## config.mk

```make
export PLATFORM = sky130hd
export DESIGN_NAME = dpot_alu
export DESIGN_NICKNAME = d
export VERILOG_FILES = /design/src/delta_packed_offset_table_unit_macros.svh /design/src/dpot_pkg.sv /design/src/dpot_alu.sv
export SDC_FILE = /design/constraint.sdc
export NUM_CORES = 1
export LEC_CHECK = 0
export BUFFER_PORTS_ARGS = -buffer_cell sky130_fd_sc_hd__clkbuf_2
export CAP_MARGIN = 25
export CELL_PAD_IN_SITES_DETAIL_PLACEMENT = 1
export CELL_PAD_IN_SITES_GLOBAL_PLACEMENT = 2
export CORE_MARGIN = 4
export CORE_UTILIZATION = 28
export DETAILED_ROUTE_END_ITERATION = 12
export GPL_TIMING_DRIVEN = 1
export PLACE_DENSITY_LB_ADDON = 0.05
export SYNTH_ARGS = -nofsm -noshare
export SYNTH_HDL_FRONTEND = slang
export SYNTH_SLANG_ARGS = --single-unit
```

## constraint.sdc

```tcl
create_clock -name vclk -period 6.3
set_input_delay 0 -clock vclk [all_inputs]
set_output_delay 0 -clock vclk [all_outputs]
set_load 0.005 [all_outputs]
```

## src/delta_packed_offset_table_unit_macros.svh

```systemverilog
// ----------------------------------------------------------------------------
// delta packed offset table: assertion macros
// immediate-antecedent and next-cycle forms, compiled out with NO_ASSERTIONS
// ----------------------------------------------------------------------------
`ifndef DELTA_PACKED_OFFSET_TABLE_UNIT_MACROS_SVH
`define DELTA_PACKED_OFFSET_TABLE_UNIT_MACROS_SVH

`ifndef NO_ASSERTIONS

`define DPOT_ASSERT_IMP(label, clk, rstn, ante, cons) \
    label: assert property (@(posedge clk) disable iff (!rstn) (ante) |-> (cons)) \
        else $error("dpot assertion failed");

`define DPOT_ASSERT_NXT(label, clk, rstn, ante, cons) \
    label: assert property (@(posedge clk) disable iff (!rstn) (ante) |=> (cons)) \
        else $error("dpot assertion failed");

`else

`define DPOT_ASSERT_IMP(label, clk, rstn, ante, cons)

`define DPOT_ASSERT_NXT(label, clk, rstn, ante, cons)

`endif

`endif

```

## src/dpot_pkg.sv

```systemverilog
`timescale 1ns / 1ps
`default_nettype none
// ----------------------------------------------------------------------------
// dpot_pkg
// word types, command and status codes and packed-field helpers shared by
// the delta packed offset table
// ----------------------------------------------------------------------------
package dpot_pkg;

    localparam int GROUP_WORDS = 5;
    localparam int WORD_W      = 64;
    localparam int OFF_W       = 32;
    localparam int POS_W       = 12;
    localparam int CFG_W       = 13;

    localparam logic [1:0] CMD_APPEND = 2'd0;
    localparam logic [1:0] CMD_LOOKUP = 2'd1;
    localparam logic [1:0] CMD_CLEAR  = 2'd2;

    localparam logic [1:0] ST_OK         = 2'd0;
    localparam logic [1:0] ST_BAD_DELTA  = 2'd1;
    localparam logic [1:0] ST_FULL       = 2'd2;
    localparam logic [1:0] ST_UNWRITTEN  = 2'd3;

    typedef struct packed {
        logic [1:0]       cmd;
        logic [OFF_W-1:0] first_offset_in;
        logic [OFF_W-1:0] second_offset_in;
        logic [POS_W-1:0] position;
    } dpot_in_t;

    typedef struct packed {
        logic [OFF_W-1:0] first_offset_out;
        logic [OFF_W-1:0] second_offset_out;
        logic [1:0]       status;
    } dpot_out_t;

    typedef enum logic {
        ALU_ADD,
        ALU_SUB
    } alu_op_t;

    typedef struct packed {
        alu_op_t          op;
        logic [OFF_W-1:0] x_lo;
        logic [OFF_W-1:0] x_hi;
        logic [OFF_W-1:0] y_lo;
        logic [OFF_W-1:0] y_hi;
    } alu_req_t;

    typedef struct packed {
        logic [OFF_W:0] r_lo;
        logic [OFF_W:0] r_hi;
    } alu_rsp_t;

    // rank of an 8-bit delta among the twelve short fields of a group
    function automatic logic [3:0] delta_rank(input logic [3:0] slot);
        logic [3:0] r;
        unique case (slot)
            4'd1:    r = 4'd0;
            4'd2:    r = 4'd1;
            4'd3:    r = 4'd2;
            4'd5:    r = 4'd3;
            4'd6:    r = 4'd4;
            4'd7:    r = 4'd5;
            4'd9:    r = 4'd6;
            4'd10:   r = 4'd7;
            4'd11:   r = 4'd8;
            4'd13:   r = 4'd9;
            4'd14:   r = 4'd10;
            4'd15:   r = 4'd11;
            default: r = 4'd0;
        endcase
        return r;
    endfunction

    function automatic logic [2:0] word_off(input logic [3:0] slot);
        logic [3:0] r;
        r = delta_rank(slot);
        if (slot == 4'd0) begin
            return 3'd0;
        end else if (slot[1:0] == 2'd0) begin
            return 3'd1;
        end else begin
            return 3'd2 + {1'b0, r[3:2]};
        end
    endfunction

    function automatic logic [4:0] field_shift(input logic [3:0] slot);
        logic [3:0] r;
        r = delta_rank(slot);
        if (slot == 4'd0) begin
            return 5'd0;
        end else if (slot[1:0] == 2'd0) begin
            unique case (slot[3:2])
                2'd2:    return 5'd10;
                2'd3:    return 5'd20;
                default: return 5'd0;
            endcase
        end else begin
            return {r[1:0], 3'b000};
        end
    endfunction

    function automatic logic [OFF_W-1:0] field_of(input logic [WORD_W-1:0] word,
                                                  input logic [3:0] slot,
                                                  input logic hi);
        logic [OFF_W-1:0] half;
        logic [OFF_W-1:0] sh;
        half = hi ? word[WORD_W-1:OFF_W] : word[OFF_W-1:0];
        sh   = half >> field_shift(slot);
        if (slot == 4'd0) begin
            return half;
        end else if (slot[1:0] == 2'd0) begin
            return {22'd0, sh[9:0]};
        end else begin
            return {24'd0, sh[7:0]};
        end
    endfunction

    // deltas are already range checked, so the shift never spills past the half
    function automatic logic [WORD_W-1:0] place(input logic [3:0] slot,
                                                input logic [OFF_W-1:0] da,
                                                input logic [OFF_W-1:0] db);
        logic [4:0] s;
        s = field_shift(slot);
        return {db << s, da << s};
    endfunction

    // first entry of a group to land in each packed word
    function automatic logic first_in_word(input logic [3:0] slot);
        return (slot == 4'd0) || (slot == 4'd4) || (slot == 4'd1) ||
               (slot == 4'd6) || (slot == 4'd11);
    endfunction

    function automatic logic [3:0] prev_slot(input logic [3:0] slot);
        return (slot[1:0] == 2'd0) ? slot - 4'd4 : slot - 4'd1;
    endfunction

    // k-th entry along the chain of a slot whose long-step count is q
    function automatic logic [3:0] chain_slot(input logic [2:0] k, input logic [1:0] q);
        logic [2:0] d;
        d = k - {1'b0, q};
        if (k == 3'd0) begin
            return 4'd0;
        end else if (k <= {1'b0, q}) begin
            return {k[1:0], 2'b00};
        end else begin
            return {q, 2'b00} + {1'b0, d};
        end
    endfunction

endpackage
`default_nettype wire

```

## src/dpot_alu.sv

```systemverilog
`timescale 1ns / 1ps
`default_nettype none
// ----------------------------------------------------------------------------
// dpot_alu
// shared add / subtract unit for both offset halves, carry or borrow in msb
// ----------------------------------------------------------------------------
module dpot_alu (
    input  wire dpot_pkg::alu_req_t req,
    output dpot_pkg::alu_rsp_t      rsp
);
    import dpot_pkg::*;

    always_comb begin
        unique case (req.op)
            ALU_SUB: begin
                rsp.r_lo = {1'b0, req.x_lo} - {1'b0, req.y_lo};
                rsp.r_hi = {1'b0, req.x_hi} - {1'b0, req.y_hi};
            end
            default: begin
                rsp.r_lo = {1'b0, req.x_lo} + {1'b0, req.y_lo};
                rsp.r_hi = {1'b0, req.x_hi} + {1'b0, req.y_hi};
            end
        endcase
    end

endmodule
`default_nettype wire

```

## Yosys cells after proc, flatten, opt, wreduce, memory -nomap -nowiden

Cells that the tools add are included.

| operators by class | value |
|---|---|
| add/subtract/negate cells | 4 |
| muxes and demuxes | 1 |

Operators with widths:

| cell | count |
|---|---|
| $add A32 B32 Y33 | 2 |
| $mux W66 | 1 |
| $sub A32 B32 Y33 | 2 |

| storage, ports and cells | value |
|---|---|
| output and inout port bits | 66 |
| logic and storage cells | 5 |
| flip-flop bits (word level) | 0 |
| input bits | 129 |

## Depth between registers and ports, before layout

| depth | value |
|---|---|
| depth in word-level cells | 2 |
| gate-level depth with buffers | 17 |
| depth with buffers taken out | 16 |

## Worst setup path after synthesis

Ideal clock, no wire load.

| path | value |
|---|---|
| path type | input to output |
| from | input req[8] in the netlist's numbering |
| to | output rsp[31] in the netlist's numbering |
| data required time | 6,300 ps |
| stages | 14 |
| setup slack | 2,936 ps |
| arrival time | 3,364 ps |
| path buffers | 1 |
| cells stage by stage | or4_4 -> nor4_1 -> and2_1 -> a21oi_1 -> xnor2_1 -> ha_1 -> clkbuf_1 -> a21o_1 -> a21oi_1 -> or3b_2 -> a211oi_1 -> a211oi_1 -> a221oi_1 -> xnor2_1 |

RTL lines:

| element | RTL line | text |
|---|---|---|
| start: declaration | dpot_alu.sv:8 | `input wire dpot_pkg::alu_req_t req,` |
| end: declaration | dpot_alu.sv:9 | `output dpot_pkg::alu_rsp_t rsp` |

==> flow_metrics.env <==
export IMPL_drt_pass1_iterations=4
export IMPL_port_buffers=195
export IMPL_n_antenna_cell=0
export IMPL_max_slew_margin_rel=0.337
export IMPL_critPathCaptureType="primary output"
export IMPL_grt_pass1_wl_um=30000
export IMPL_vias=5710
export IMPL_dieHeight_um=138
export IMPL_max_slew_worst_pin_slew_ns=0.980
export IMPL_hp_class="primary input to primary output"
export IMPL_synth_top_cell_by_area="xnor2_1"
export IMPL_postCtsSetupBuffers=0
export IMPL_drt_iter0_markers=138
export IMPL_setup_tns_ns=0
export IMPL_status="complete, no violations"
export IMPL_synth_top_cell_area_share=0.181
export IMPL_ys_seq_area_frac=0
export IMPL_die_area_um2=19100
export IMPL_wl_um=18200
export IMPL_clkbuf_count=0
export IMPL_crit_buf_inv=2
export IMPL_wl_per_cell_um=16.5
export IMPL_gp_congestion=0.847
export IMPL_cts_hold_fix_buffers=0
export IMPL_finalCritPeriodShare=0.675
export IMPL_critPathArrivalTime_ns=4.25
export IMPL_area_growth_synth_to_final_pct=24.7
export IMPL_grt_total_usage=0.180
export IMPL_most_common_layout_cells="clkbuf_2 (195), xnor2_1 (98), a21oi_1 (87)"
export IMPL_postCtsResizedCells=0
export IMPL_power_leakage_nw=2.84
export IMPL_start_util=0.286
export IMPL_rsz0062_at_grt="false"
export IMPL_layout_drive_gt1_share=0.243
export IMPL_flops_and_latches=0
export IMPL_grt_max_degree=34
export IMPL_hpwl_um=16300
export IMPL_ir_worst_vdd_mv=0.0636
export IMPL_syn_inst=705
export IMPL_synth_cell_types=56
export IMPL_syn_avg_cell_area_um2=6.72
export IMPL_die_w_um=138
export IMPL_maxSlewViolCount=0
export IMPL_worst_setup_path_type="primary input to primary output"
export IMPL_max_freq_ghz=0.235
export IMPL_critPathMaxFanout=5
export IMPL_row_count=47
export IMPL_synth_top_cells_by_area="xnor2_1 (18%), ha_1 (17%), a21oi_1 (9.2%)"
export IMPL_hold_viol=0
export IMPL_finalSetupViolCount=0
export IMPL_cpPeakStageDelay_ns=0.84
export IMPL_seq_area_um2=0
export IMPL_path_cells="clkbuf_2 -> or4_4 -> nor4b_1 -> nand2_1 -> o21bai_1 -> xor2_1 -> ha_1 -> nand2_1 -> o21ai_0 -> or3b_2 -> a211oi_1 -> a211oi_1 -> a221oi_1 -> xnor2_1 -> clkbuf_2"
export IMPL_overflow=0
export IMPL_critPathTopFamily="simple AND/OR/NAND/NOR gates"
export IMPL_drc=0
export IMPL_grt_pass1_vias=6110
export IMPL_multiInputGateArea_um2=4510
export IMPL_synth_net_count=902
export IMPL_fin_crit_ns=4.25
export IMPL_cp_data_required_time_ns=6.30
export IMPL_core_area_um2=16600
export IMPL_fill_cells=2223
export IMPL_ios=195
export IMPL_synth_area_um2=4740
export IMPL_layout_commonest_cell="clkbuf_2"
export IMPL_finalPower_uw=875
export IMPL_vias_per_cell=5.20
export IMPL_cp_start_kind="primary input"
export IMPL_slowest_stage="nor4b_1"
export IMPL_powerDensity_nw_per_um2=148
export IMPL_antenna_found_initial=0
export IMPL_cap_violations=0
export IMPL_drtAntennaViolNets=0
export IMPL_yosysWarnings=0
export IMPL_nets=1078
## report_power, final
group	switching [mW]	leakage [nW]	total, mW	internal [mW]
logic	0.474	2.84	0.875	0.400
clock network	0	0	0	0
registers	0	0	0	0
total	0.474	2.84	0.875	0.400
## cells in the mapped netlist (all sizes together) (4+ instances only)
cell type / n
a211oi: 10
a21o: 32
a21oi: 87
a31o: 4
a31oi: 15
and2: 6
and3: 9
buf: 5
clkbuf: 17
ha: 66
inv: 37
nand2: 39
nand2b: 5
nand3: 8
nand4: 13
nor2: 84
nor2b: 5
nor3: 24
nor4: 8
o211ai: 7
o21a: 10
o21ai: 34
o21bai: 14
or3: 4
or4: 7
xnor2: 98
xor2: 21
## per-stage QoR
stage	instances	area (um2)	utilization	hold slack, ns	worst slack [ns]
2_1_floorplan	705	4740	-	0.141	2.94
3_3_place_gp	1099	5910	0.356	0.357	2.20
3_5_place_dp	1099	5910	0.356	0.363	2.03
4_1_cts	1099	5910	0.356	0.365	2.01
5_1_grt	1099	5910	0.356	0.389	1.62
6_report	1099	5910	0.356	0.357	2.05
## worst paths after layout
path       to  startpoint  depth (start not counted)  slack, ns
max   rsp[31]      req[8]                         15       2.05
min    rsp[0]     req[64]                          5       0.36
## per-layer routing
metal / routed length, um / GRT usage / vias to the layer above
li1: - / - / 2911
met1: 8130 / 0.229 / 2647
met2: 8660 / 0.326 / 142
met3: 1180 / 0.0356 / 10
met4: 176 / 0.0146 / 0
met5: 0 / 0 / -
## logic make-up after synthesis
group | after synthesis | synth area share
compound gates | 233 | 0.309
simple gates | 224 | 0.236
xor+xnor | 119 | 0.220
fa+ha+maj | 68 | 0.183
buf+inv | 59 | 0.0475
mux | 2 | 0.00422
## cell type report
cell class | count | area share
inverter | 37 | 0.0235
multi-input combinational | 646 | 0.764
tap | 220 | 0.0466
timing repair buffer | 196 | 0.166
Power figures use the tool's default switching activity.
